<file path="src/rtl/knn_pkg.sv">
// ----------------------------------------------------------------------------
// knn_pkg
// Shared types and constants of the nearest-neighbor search block.
// ----------------------------------------------------------------------------
package knn_pkg;

   localparam int COORD_W   = 16;
   localparam int NUM_COORD = 8;
   localparam int DIST_W    = 37;
   localparam int IDX_OUT_W = 10;
   localparam int RANK_W    = 4;
   localparam int NCNT_W    = 5;
   localparam int DIMS_W    = 4;
   localparam int PER_W     = 16;
   localparam int PADDR_W   = 4;
   localparam int PDATA_W   = 32;

   localparam logic [1:0] REG_NEIGHBOR_COUNT  = 2'd0;
   localparam logic [1:0] REG_DIMS_USED       = 2'd1;
   localparam logic [1:0] REG_PERIODIC_ENABLE = 2'd2;
   localparam logic [1:0] REG_PERIOD_LENGTH   = 2'd3;

   localparam logic [NCNT_W-1:0] NEIGHBOR_COUNT_RST = 5'd2;
   localparam logic [DIMS_W-1:0] DIMS_USED_RST      = 4'd2;
   localparam logic [PER_W-1:0]  PERIOD_LENGTH_RST  = 16'd25736;

   localparam logic CMD_LOAD  = 1'b0;
   localparam logic CMD_QUERY = 1'b1;

   localparam logic STATUS_OK  = 1'b0;
   localparam logic STATUS_ERR = 1'b1;

   typedef struct packed {
      logic [NCNT_W-1:0] neighbor_count;
      logic [DIMS_W-1:0] dims_used;
      logic              periodic_enable;
      logic [PER_W-1:0]  period_length;
   } knn_cfg_type;

   typedef struct packed {
      logic mem_we;
      logic mem_re;
      logic capture_query;
      logic scan_valid;
      logic clear_list;
   } knn_cmd_type;

   typedef struct packed {
      logic pipe_busy;
   } knn_status_type;

endpackage

</file>
<file path="src/rtl/knn_csr.sv">
// ----------------------------------------------------------------------------
// knn_csr
// Configuration registers behind an APB-style port.
// ----------------------------------------------------------------------------
module knn_csr (
   input  logic                          clock,
   input  logic                          reset,
   input  logic                          psel,
   input  logic                          penable,
   input  logic                          pwrite,
   input  logic [knn_pkg::PADDR_W-1:0]   paddr,
   input  logic [knn_pkg::PDATA_W-1:0]   pwdata,
   output logic [knn_pkg::PDATA_W-1:0]   prdata,
   output logic                          pready,
   output knn_pkg::knn_cfg_type          cfg
);
   import knn_pkg::*;

   knn_cfg_type cfg_ff, cfg_in;
   logic        wr_en;

   assign pready = 1'b1;
   assign wr_en  = psel && penable && pwrite;
   assign cfg    = cfg_ff;

   always_comb begin
      cfg_in = cfg_ff;
      if (wr_en) begin
         case (paddr[3:2])
            REG_NEIGHBOR_COUNT:  cfg_in.neighbor_count  = pwdata[NCNT_W-1:0];
            REG_DIMS_USED:       cfg_in.dims_used       = pwdata[DIMS_W-1:0];
            REG_PERIODIC_ENABLE: cfg_in.periodic_enable = pwdata[0];
            REG_PERIOD_LENGTH:   cfg_in.period_length   = pwdata[PER_W-1:0];
            default:             cfg_in = cfg_ff;
         endcase
      end
   end

   always_comb begin
      case (paddr[3:2])
         REG_NEIGHBOR_COUNT:  prdata = PDATA_W'(cfg_ff.neighbor_count);
         REG_DIMS_USED:       prdata = PDATA_W'(cfg_ff.dims_used);
         REG_PERIODIC_ENABLE: prdata = PDATA_W'(cfg_ff.periodic_enable);
         REG_PERIOD_LENGTH:   prdata = PDATA_W'(cfg_ff.period_length);
         default:             prdata = '0;
      endcase
   end

   always_ff @(posedge clock) begin
      if (reset) begin
         cfg_ff.neighbor_count  <= NEIGHBOR_COUNT_RST;
         cfg_ff.dims_used       <= DIMS_USED_RST;
         cfg_ff.periodic_enable <= 1'b0;
         cfg_ff.period_length   <= PERIOD_LENGTH_RST;
      end else begin
         cfg_ff <= cfg_in;
      end
   end

endmodule

</file>
<file path="config.mk">
export PLATFORM = sky130hd
export DESIGN_NAME = knn_csr
export DESIGN_NICKNAME = d
export VERILOG_FILES = /design/src/rtl/knn_pkg.sv /design/src/rtl/knn_csr.sv
export SDC_FILE = /design/constraint.sdc
export NUM_CORES = 1
export LEC_CHECK = 0
export ABC_AREA = 1
export BUFFER_PORTS_ARGS = -buffer_cell sky130_fd_sc_hd__buf_4
export CAP_MARGIN = 20
export CELL_PAD_IN_SITES_DETAIL_PLACEMENT = 1
export CELL_PAD_IN_SITES_GLOBAL_PLACEMENT = 1
export CORE_MARGIN = 10
export CORE_UTILIZATION = 27
export DETAILED_ROUTE_END_ITERATION = 10
export GPL_TIMING_DRIVEN = 0
export PLACE_DENSITY_LB_ADDON = 0.1
export SKIP_CTS_REPAIR_TIMING = 1
export SLEW_MARGIN = 20
export SYNTH_ARGS = -nofsm -noshare
export SYNTH_HDL_FRONTEND = slang
export SYNTH_SLANG_ARGS = --single-unit
</file>
<file path="constraint.sdc">
create_clock -name clock -period 2.6 [get_ports clock]
set_input_delay 0.52 -clock clock [delete_from_list [all_inputs] [get_ports clock]]
set_output_delay 0.52 -clock clock [all_outputs]
set_load 0.05 [all_outputs]
</file>
==> impl.org <==
** Drt
- Dividing the detail-routed via count by the number of cells gives 4.09.
- The first detailed-routing pass ran for 4 iterations.
- The routed design has 4.83 mm of wire.
- In the final routed layout, each cell accounts on average for 13.1 µm.
- Detailed Route Iter0 Violations :: 28
- Number of design rule violations left after detail routing :: 0
- The count of nets left with antenna violations once routing finished came out at 0.
- Vias after detailed routing :: 1,504

** Finish
- The filler cells instantiated in the layout total 669.
- Share of final-layout standard cells stronger than drive strength 1 :: 30.2%
- Number of antenna diodes :: 0
- Final non-filler cell area :: 2040 µm²
- Largest register FFs :: 26
- Area grow syn2layout :: 47.9%
- Post-layout utilization of the core :: 42.1%
- Net total in the final layout :: 344

** Synthesis
- Number of warning messages in the yosys log :: 0
- Synthesis produced 219 cells.
- Most instantiated library cell after synthesis :: nor2_1
- By area the synthesized netlist is led by dfxtp_1 38%, nor2_1 15%, nand2_1 13%.
- The biggest area contributor in the post-synthesis netlist is dfxtp_1.
- Of the post-synthesis cell area, the dominant cell type holds 37.7%.
- Most common library cells after synthesis :: 54 x nor2_1, 48 x nand2_1, 30 x nand3_1
- A synthesized cell averages 6.31 µm².
- Summing the sequential cell areas from Yosys gives 37.7% of the chip area.
- Post-synth top flop :: dfxtp_1
- Number of enable flip-flop cells after synthesis :: 0
- Post-synthesis async set-or-reset flop share :: 0%
- Number of flip-flops and latches in the synthesized netlist :: 26
- The number of different library cells used by synthesis comes to 18.
- Netlist Area Pre-Place :: 1380 µm²

** GRT
- The initial antenna violation count was 0.
- Maximum number of pins on one net before global-route repair :: 14
- GRT Resource Usage Total :: 11.4%
- The first global-routing pass estimated 7.95 mm of wire.
- Number of global-route vias before repair :: 1,600
- Aggregate global routing overflow :: 0

** Timing
- Hold timing on the final database bottoms out at a slack of 0.463 ns.
- The clock arrives with 0 ns of skew.
- After routing, the total negative slack on setup checks comes to 0 ns.
- The number of failing hold endpoints at the final stage came to 0.
- Final period utilization :: 83.8%
- In the post-route analysis, the smallest setup slack over all paths is 0.420 ns.
- Timing would allow up to 459 MHz.
- Max-slew headroom :: 54.8%
- Setup repair after global routing missed its margin :: false
- The number of max-slew violations in the final report was 0.
- For the pin with the worst max-slew slack, the measured transition is 0.675 ns.
- Final critical path time including I/O delays and setup :: 2.18 ns
- Setup violations remaining at the end of the flow were counted as 0.

** Floorplan
- Horiz. Die Dim :: 91.5 µm
- Once the floorplan was initialized, standard cells occupied 28.5% of the core.
- Ports :: 100
- The floorplan step defined a core boundary enclosing 4850 µm².
- The die is 91.5 µm tall.
- Site row count :: 25
- The die covers 8380 µm².

** Setup path
- Reg-to-reg critical path endpoint :: cfg[11]$_SDFFE_PP0P_
- Setup slack of the most critical reg-to-reg path :: 1.99 ns
- Number of cells on the worst reg-to-reg path :: 2
- The number of buffers and inverters on the critical path is 2.
- Total number of cells along the worst setup path :: 4
- Worst setup EP type :: output port
- Following the worst setup path forward leads to its endpoint at prdata[4].
- Largest stage delay on the critical path :: 0.53 ns
- Data required time of the worst path :: 2.08 ns
- Launch point of the critical path :: paddr[3]
- The largest individual stage delay along the critical path comes from the cell nor2_1.
- The cell family contributing the most delay on the critical path is simple AND/OR/NAND/NOR gates.
- Along the worst path, the maximum fanout reaches 9.
- Crit-path most repeated cell :: buf_4
- The startpoint identified for the worst register-to-register timing path is cfg[11]$_SDFFE_PP0P_.
- Worst Setup Path Type :: in -> out
- The worst setup path is launched from an input pin.
- Worst-path cell chain :: buf_4 > nor2_1 > a22o_1 > buf_4
- Data arrival time of the critical path :: 1.66 ns

** Power
- In this run the power spent charging and discharging nets is 0.000310 W.
- Sequential Power Share :: 45.9%
- Internal power comes to 0.000590 W.
- Combinational logic is responsible for 28.7% of the overall power.
- Power density relative to cell area :: 440 nW/µm²
- Net switching is 34.5% of the power.
- IR analysis of the VDD net gives a maximum drop of 0.000295 V.
- Leak :: 1.10 nW
- Clock share of power :: 25.4%

** Outcome
- Status :: completed

** Clock tree
- After clock tree synthesis, the clock-pin slew on the worst setup and hold paths is 0.09 ns.
- Buffers inserted during clock tree synthesis total 3.
- The tree is rooted in a clkbuf_8.
- The longest clock path from root to sink contains 2 buffers.
- TritonCTS built the clock tree.
- In this run the number of H-tree levels came out at 1.
- For the worst-skew pair, the clock arrives at the later sink with an insertion delay of 0.27 ns.
- Clk sinks :: 26

** Placement
- Dpl hpwl :: 3.99 mm
- Placement-stage cell area :: 2000 µm²
- Worst setup timing slack at the placement stage :: 0.427 ns
- Routability-driven placement finished with a final weighted congestion of 0.722.
- Input and output buffers added on the ports amount to 64.

** Worst hold path
- Hold Path Stages :: 3
- Worst min-delay path category :: in -> reg

** Job
- Across the run, the number of max-cap violations was 0.
stage by stage:
| step | power, W | cells |
|---|---|---|
| after floorplan | 0.000607 | 234 |
| after global placement | 0.000680 | 365 |
| after detailed placement | 0.000682 | 365 |
| after CTS | 0.000911 | 368 |
| after global routing | 0.000948 | 368 |
| final | 0.000900 | 368 |
layer usage:
layer  track usage, %  up-vias  share of wire, %
met5                0        -                 0
met4             1.96        0              0.54
met3             3.62        2               7.6
met2             20.3       44                51
met1             13.0      667                41
li1                 -      791                 -
layout make-up:
type                    instances  area (µm²)  area share [%]
inverters                      28         105            5.14
multi-input cells             156         644            31.5
flip-flops and latches         26         520            25.5
well taps                      67        83.8            4.10
repair buffers                 64         480            23.5
clock buffers                   3        41.3            2.02
plain buffers                  24         168            8.21
power by group through the flow:
stage,clock [W],combinational (W),sequential (W)
global route,0.000254,0.000279,0.000415
floorplan,0,0.000154,0.000452
detailed placement,0,0.000259,0.000423
CTS,0.000238,0.000260,0.000414
global placement,0,0.000257,0.000423
finish,0.000228,0.000258,0.000413
logic make-up (layout without fill, tap and decap cells):
family / count (synthesis) / after routing / share of synthesized area, %
simple gates: 135 / 135 / 40.3
buf+inv: 52 / 119 / 19.7
flops: 26 / 26 / 37.7
compound gates: 4 / 4 / 1.72
other cells: 2 / 17 / 0.544
cell usage in the layout, fill, tap and decap left out:
master / n
nor2_1: 54
nor2_4: 1
clkbuf_1: 3
inv_2: 1
dfxtp_1: 26
nand4_1: 1
inv_1: 26
clkbuf_8: 3
o21ai_0: 2
nand2_2: 1
nand2_1: 48
a21oi_1: 1
clkinv_1: 1
nand3_1: 30
buf_6: 1
conb_1: 17
buf_4: 82
a22o_1: 1
buf_2: 2
worst min-delay path: stages:
cell and delay, ns:
buf_4 0.08, nand2_1 0.04, nand3_1 0.07
worst min-delay path by stage:
| stage | to | startpoint |
|---|---|---|
| detailed placement | cfg[14]$_SDFFE_PP1P_ | cfg[14]$_SDFFE_PP1P_ |
| global placement | cfg[13]$_SDFFE_PP1P_ | cfg[13]$_SDFFE_PP1P_ |
| finish | cfg[13]$_SDFFE_PP1P_ | pwdata[13] |
| floorplan | cfg[10]$_SDFFE_PP1P_ | pwdata[10] |
| CTS | cfg[13]$_SDFFE_PP1P_ | pwdata[13] |
| global route | cfg[14]$_SDFFE_PP1P_ | pwdata[14] |
Power figures use the tool's default switching activity.
