<file path="config.mk">
export PLATFORM = sky130hd
export DESIGN_NAME = knn_ctrl
export DESIGN_NICKNAME = d
export VERILOG_FILES = /design/src/rtl/knn_pkg.sv /design/src/rtl/knn_ctrl.sv
export SDC_FILE = /design/constraint.sdc
export NUM_CORES = 1
export LEC_CHECK = 0
export BUFFER_PORTS_ARGS = -buffer_cell sky130_fd_sc_hd__buf_2
export CORE_MARGIN = 2
export CORE_UTILIZATION = 50
export CTS_BUF_LIST = sky130_fd_sc_hd__clkbuf_4 sky130_fd_sc_hd__clkbuf_8
export DETAILED_ROUTE_END_ITERATION = 16
export MAX_ROUTING_LAYER = met4
export PLACE_DENSITY = 0.79
export SYNTH_ARGS = -nofsm -noshare
export SYNTH_HDL_FRONTEND = slang
export SYNTH_SLANG_ARGS = --single-unit
</file>
<file path="constraint.sdc">
create_clock -name clock -period 6.6 [get_ports clock]
set_clock_uncertainty 0.1 [all_clocks]
set_input_delay 0.33 -clock clock [delete_from_list [all_inputs] [get_ports clock]]
set_output_delay 0.33 -clock clock [all_outputs]
set_load 0.02 [all_outputs]
</file>
<file path="src/rtl/knn_pkg.sv">
// ----------------------------------------------------------------------------
// knn_pkg
// Shared types and constants of the nearest-neighbor search block.
// ----------------------------------------------------------------------------
package knn_pkg;

   localparam int COORD_W   = 16;
   localparam int NUM_COORD = 8;
   localparam int DIST_W    = 37;
   localparam int IDX_OUT_W = 10;
   localparam int RANK_W    = 4;
   localparam int NCNT_W    = 5;
   localparam int DIMS_W    = 4;
   localparam int PER_W     = 16;
   localparam int PADDR_W   = 4;
   localparam int PDATA_W   = 32;

   localparam logic [1:0] REG_NEIGHBOR_COUNT  = 2'd0;
   localparam logic [1:0] REG_DIMS_USED       = 2'd1;
   localparam logic [1:0] REG_PERIODIC_ENABLE = 2'd2;
   localparam logic [1:0] REG_PERIOD_LENGTH   = 2'd3;

   localparam logic [NCNT_W-1:0] NEIGHBOR_COUNT_RST = 5'd2;
   localparam logic [DIMS_W-1:0] DIMS_USED_RST      = 4'd2;
   localparam logic [PER_W-1:0]  PERIOD_LENGTH_RST  = 16'd25736;

   localparam logic CMD_LOAD  = 1'b0;
   localparam logic CMD_QUERY = 1'b1;

   localparam logic STATUS_OK  = 1'b0;
   localparam logic STATUS_ERR = 1'b1;

   typedef struct packed {
      logic [NCNT_W-1:0] neighbor_count;
      logic [DIMS_W-1:0] dims_used;
      logic              periodic_enable;
      logic [PER_W-1:0]  period_length;
   } knn_cfg_type;

   typedef struct packed {
      logic mem_we;
      logic mem_re;
      logic capture_query;
      logic scan_valid;
      logic clear_list;
   } knn_cmd_type;

   typedef struct packed {
      logic pipe_busy;
   } knn_status_type;

endpackage

</file>
<file path="src/rtl/knn_ctrl.sv">
// ----------------------------------------------------------------------------
// knn_ctrl
// Sequencer for loads, the query scan and the result beats.
// ----------------------------------------------------------------------------
module knn_ctrl #(
   parameter int MAX_POINTS    = 1024,
   parameter int MAX_NEIGHBORS = 16,
   localparam int IW = (MAX_POINTS > 1) ? $clog2(MAX_POINTS) : 1,
   localparam int CW = $clog2(MAX_POINTS + 1),
   localparam int KW = (MAX_NEIGHBORS > 1) ? $clog2(MAX_NEIGHBORS) : 1,
   localparam int NW = $clog2(MAX_NEIGHBORS + 1),
   localparam int QW = (CW > 10) ? CW : 10
) (
   input  logic                     clock,
   input  logic                     reset,
   input  knn_pkg::knn_cfg_type     cfg,
   input  logic                     req_valid,
   output logic                     req_ready,
   input  logic                     req_command,
   input  logic                     req_new_set,
   input  logic [9:0]               req_query_index,
   output logic                     rsp_valid,
   input  logic                     rsp_ready,
   output logic                     rsp_error,
   output logic                     rsp_last,
   output logic [KW-1:0]            emit_k,
   output knn_pkg::knn_cmd_type     cmd,
   input  knn_pkg::knn_status_type  status,
   output logic [IW-1:0]            mem_addr
);
   import knn_pkg::*;

   localparam logic [2:0] S_IDLE  = 3'd0;
   localparam logic [2:0] S_QREAD = 3'd1;
   localparam logic [2:0] S_QCAP  = 3'd2;
   localparam logic [2:0] S_SCAN  = 3'd3;
   localparam logic [2:0] S_DRAIN = 3'd4;
   localparam logic [2:0] S_EMIT  = 3'd5;
   localparam logic [2:0] S_ERR   = 3'd6;

   logic [2:0]    state_ff, state_in;
   logic [CW-1:0] count_ff, count_in;
   logic [CW-1:0] scan_ff, scan_in;
   logic [IW-1:0] qi_ff, qi_in;
   logic [NW-1:0] n_ff, n_in;
   logic [KW-1:0] k_ff, k_in;
   logic [NW-1:0] want;
   logic          accept, rsp_take, is_last, q_bad;

   assign accept   = req_valid && req_ready;
   assign rsp_take = rsp_valid && rsp_ready;
   assign is_last  = (NW'(k_ff) == n_ff - NW'(1));
   assign q_bad    = (QW'(req_query_index) >= QW'(count_ff)) || (count_ff < CW'(2));

   always_comb begin
      if (cfg.neighbor_count == '0) begin
         want = NW'(1);
      end else if (32'(cfg.neighbor_count) > MAX_NEIGHBORS) begin
         want = NW'(MAX_NEIGHBORS);
      end else begin
         want = NW'(cfg.neighbor_count);
      end
      if (32'(want) > 32'(count_ff) - 32'd1) begin
         want = NW'(count_ff - CW'(1));
      end
   end

   always_comb begin
      state_in = state_ff;
      count_in = count_ff;
      scan_in  = scan_ff;
      qi_in    = qi_ff;
      n_in     = n_ff;
      k_in     = k_ff;
      cmd      = '0;
      mem_addr = qi_ff;
      req_ready = 1'b0;
      rsp_valid = 1'b0;
      rsp_error = 1'b0;
      rsp_last  = 1'b0;
      case (state_ff)
         S_IDLE: begin
            req_ready = 1'b1;
            if (req_valid && req_command == CMD_LOAD) begin
               if (req_new_set) begin
                  mem_addr   = '0;
                  cmd.mem_we = 1'b1;
                  count_in   = CW'(1);
               end else if (count_ff < CW'(MAX_POINTS)) begin
                  mem_addr   = IW'(count_ff);
                  cmd.mem_we = 1'b1;
                  count_in   = count_ff + CW'(1);
               end
            end else if (req_valid) begin
               cmd.clear_list = 1'b1;
               qi_in = IW'(req_query_index);
               n_in  = want;
               state_in = q_bad ? S_ERR : S_QREAD;
            end
         end
         S_QREAD: begin
            cmd.mem_re = 1'b1;
            state_in   = S_QCAP;
         end
         S_QCAP: begin
            cmd.capture_query = 1'b1;
            scan_in  = '0;
            state_in = S_SCAN;
         end
         S_SCAN: begin
            mem_addr       = IW'(scan_ff);
            cmd.mem_re     = 1'b1;
            cmd.scan_valid = (IW'(scan_ff) != qi_ff);
            scan_in        = scan_ff + CW'(1);
            if (scan_ff == count_ff - CW'(1)) begin
               state_in = S_DRAIN;
            end
         end
         S_DRAIN: begin
            if (!status.pipe_busy) begin
               k_in     = '0;
               state_in = S_EMIT;
            end
         end
         S_EMIT: begin
            rsp_valid = 1'b1;
            rsp_last  = is_last;
            if (rsp_ready) begin
               if (is_last) begin
                  state_in = S_IDLE;
               end else begin
                  k_in = k_ff + KW'(1);
               end
            end
         end
         S_ERR: begin
            rsp_valid = 1'b1;
            rsp_error = 1'b1;
            rsp_last  = 1'b1;
            if (rsp_ready) begin
               state_in = S_IDLE;
            end
         end
         default: begin
            state_in = S_IDLE;
         end
      endcase
   end

   assign emit_k = k_ff;

   always_ff @(posedge clock) begin
      if (reset) begin
         state_ff <= S_IDLE;
         count_ff <= '0;
      end else begin
         state_ff <= state_in;
         if (accept) begin
            count_ff <= count_in;
         end
      end
      scan_ff <= scan_in;
      qi_ff   <= qi_in;
      n_ff    <= n_in;
      k_ff    <= k_in;
   end

   a_count_bound: assert property (@(posedge clock) disable iff (reset)
      count_ff <= CW'(MAX_POINTS))
      else $error("point count above capacity");

   a_last_to_idle: assert property (@(posedge clock) disable iff (reset)
      rsp_take && rsp_last |=> state_ff == S_IDLE)
      else $error("no return to idle after final beat");

   a_emit_n: assert property (@(posedge clock) disable iff (reset)
      state_ff == S_EMIT |-> (n_ff != '0) && (NW'(k_ff) < n_ff))
      else $error("result rank out of range");

   a_drain_quiet: assert property (@(posedge clock) disable iff (reset)
      state_ff == S_EMIT |-> !status.pipe_busy)
      else $error("results shown while pipeline busy");

endmodule

</file>
==> impl_metrics.json <==
{
  "r2r_cells": 9,
  "place_inst": 478,
  "diodes": 0,
  "place_congestion": 0.9292,
  "yosysSeqAreaShare": 0.3490,
  "drt_iter0_drc": 306,
  "cts_resized": 0,
  "rrSetupSlack_ns": 3.43,
  "die_h_um": 86.28,
  "wl_mm": 8.359,
  "multi_input_area_um2": 1997,
  "finalNonFillerCells": 486,
  "wl_per_cell_um": 17.20,
  "cts_buffers": 5,
  "cp_top_family": "adder cells",
  "min_to": "qi_ff[6]",
  "rsz0062_at_grt": "no",
  "postCtsSetupRepairBufs": 0,
  "synth.ff_latch_count": 44,
  "grt_pass1_vias": 2753,
  "r2r_end": "n_ff[1]",
  "cts_hold_buffers": 0,
  "vias": 3005,
  "fin_nets": 471,
  "pin_count": 66,
  "cts_tree": "done",
  "drtAntennaViolNets": 0,
  "firstDrtPassIters": 6,
  "final.min_clock_period_ns": 3.170,
  "power.density_nw_per_um2": 289.7,
  "route.detailed.drc": 0,
  "startpoint_type": "flop",
  "max-cap-violations": 0,
  "synth.avg_cell_area_um2": 8.860,
  "synth_edf_count": 30,
  "hpwl_mm": 6.228,
  "clockRootBuffer": "clkbuf_8",
  "synthCells": 382,
  "fillers": 578,
  "grt_max_degree": 26,
  "drive_above_1_share": 0.1491,
  "fp.dieW_um": 86.28,
  "worstPathRequired_ns": 6.57,
  "finalHoldViolCount": 0,
  "synthToLayoutAreaGrowth_pct": 9.649,
  "end_kind": "flop",
  "synthTopCellsByCount": "nor2_1, edfxtp_1, xnor2_1",
  "dieArea_um2": 7443,
  "ir_worst_vdd_mv": 0.1381,
  "min_path_type": "in -> reg",
  "htreeDepth": 2,
  "regToRegStartpoint": "count_ff[0]",
  "fin_setup_tns_ns": 0,
  "grt_antenna_before_repair": 0,
  "synth_top_area_frac": 0.2662,
  "clk_pin_slew_ns": 0.08,
  "synth.area.top_cells": "edfxtp_1, dfxtp_1, ha_1, xnor2_1, xor2_1",
  "rows": 29,
  "async_reset_ff_frac": 0,
  "vias_per_cell": 6.183,
  "outcome": "finished clean",
  "slew_violations": 0,
  "slowest_stage": "dfxtp_1",
  "slew-limit-headroom": 0.3555,
  "path_cells": "inv_1, ha_1, nor4b_4, nor2_1, ha_1, nand3_1, o2111ai_1, a211o_1, mux2_1",
  "cp_data_arrival_time_ns": 3.14,
  "worst_path_largest_cell_delay_ns": 0.43,
  "netlist_area_um2": 3384,
  "setup_viol": 0,
  "grt_pass1_wl_mm": 13.54,
  "leakagePower_nw": 1.498,
  "io_buffer_count": 44,
  "yosys.area.top_type": "edfxtp_1",
  "synth_cell_types": 58,
  "fin_crit_sh": 0.4803,
  "startpoint": "count_ff[0]",
  "groute.usage.overall": 0.2361,
  "path_class": "reg -> reg",
  "crit_top_cell": "ha_1",
  "hold_path_startpoint": "req_query_index[6]",
  "worstMarginPinSlew_ns": 0.9587,
  "ff_latch_area_um2": 1181,
  "crit_buf_inv": 1,
  "whs_path_depth": 1,
  "clock-sinks": 44,
  "core_area_um2": 6459,
  "worstPathMaxFanout": 8,
  "start_util": 0.5240,
  "ys_warn_count": 0,
  "ys.flop_type": "edfxtp_1",
  "fmax_mhz": 315.4,
  "synthesis.nets": 445,
  "yosysMostFrequentCell": "nor2_1",
  "clock_path_buffers": 2,
  "clkLatencyLatePin_ns": 0.31,
  "gr-total-overflow": 0
}
placed cells by master (no fill, tap or decap), types with 4 or more instances in the layout:
cell and instances:
dfxtp_1 14, a21oi_1 22, clkbuf_8 5, o21ai_0 9
nand3_1 12, a221o_1 8, ha_1 20, o32ai_1 4
nor3_1 11, or3_1 6, xor2_1 22, edfxtp_1 30
buf_2 44, xnor2_1 27, nand2_1 22, inv_1 23
nand4_1 5, mux2i_1 4, and3_1 12, nor2_1 43
nor2b_1 9
kinds of logic (layout without fill, tap and decap cells):
kind of cell	after synthesis	in the layout	share of synthesized area
AOI/OAI and AO/OA	73	73	0.1519
and+or+nand+nor	139	139	0.2189
muxes	6	6	0.01848
buffers and inverters	51	78	0.06100
DFF	44	44	0.3490
xor gates and xnor gates	49	49	0.1268
adders and majority gates	20	20	0.07394
power breakdown:
group,internal (mW),total (mW),switching [mW],leakage [nW]
combinational,0.180,0.431,0.250,1.05
sequential,0.351,0.432,0.0811,0.394
clock,0.116,0.213,0.0963,0.0586
per-stage QoR:
stage | setup WS, ns | util | cell area [µm²] | power, mW | hold slack [ns]
after detailed placement | 3.511 | 0.5573 | 3600 | 0.8569 | 0.4313
after global routing | 3.273 | 0.5746 | 3711 | 1.137 | 0.1092
final | 3.430 | 0.5746 | 3711 | 1.075 | 0.1126
after global placement | 3.531 | 0.5573 | 3600 | 0.8444 | 0.4293
after CTS | 3.485 | 0.5746 | 3711 | 1.071 | 0.1144
after floorplan | 3.871 | - | 3385 | 0.7410 | 0.3289
flip-flops by register name, summed over array words and instances (netlist names):
signal,flops
count_ff,11
n_ff,5
state_ff,3
scan_ff,11
emit_k,4
qi_ff,10
routing by layer:
layer,wire length [µm],global-route usage,vias up
met5,0,-,-
met3,588,0.03524,21
met2,4087,0.3820,125
met1,3487,0.3044,1437
li1,-,-,1422
met4,195,0.08097,0
cell type report:
| class | count | share of cell area |
|---|---|---|
| multi-input combinational | 287 | 0.5381 |
| clock inverter | 2 | 0.009440 |
| sequential | 44 | 0.3183 |
| timing repair buffer | 46 | 0.06339 |
| clock buffer | 6 | 0.02057 |
| inverter | 24 | 0.02428 |
| tap | 77 | 0.02596 |
worst register-to-register path: stages (launching register included):
cell	delay (ns)
dfxtp_1	0.43
inv_1	0.18
ha_1	0.34
nor4b_4	0.41
nor2_1	0.18
ha_1	0.36
nand3_1	0.09
o2111ai_1	0.21
a211o_1	0.29
mux2_1	0.35
worst max path at each step:
stage	slack (ns)	depth (start not counted)	to
global route	3.27	9	n_ff[1]
detailed placement	3.51	9	n_ff[1]
finish	3.43	9	n_ff[1]
global placement	3.53	9	n_ff[1]
floorplan	3.87	11	n_ff[1]
CTS	3.48	9	n_ff[1]
No activity file was read; power rests on OpenSTA's default activity.
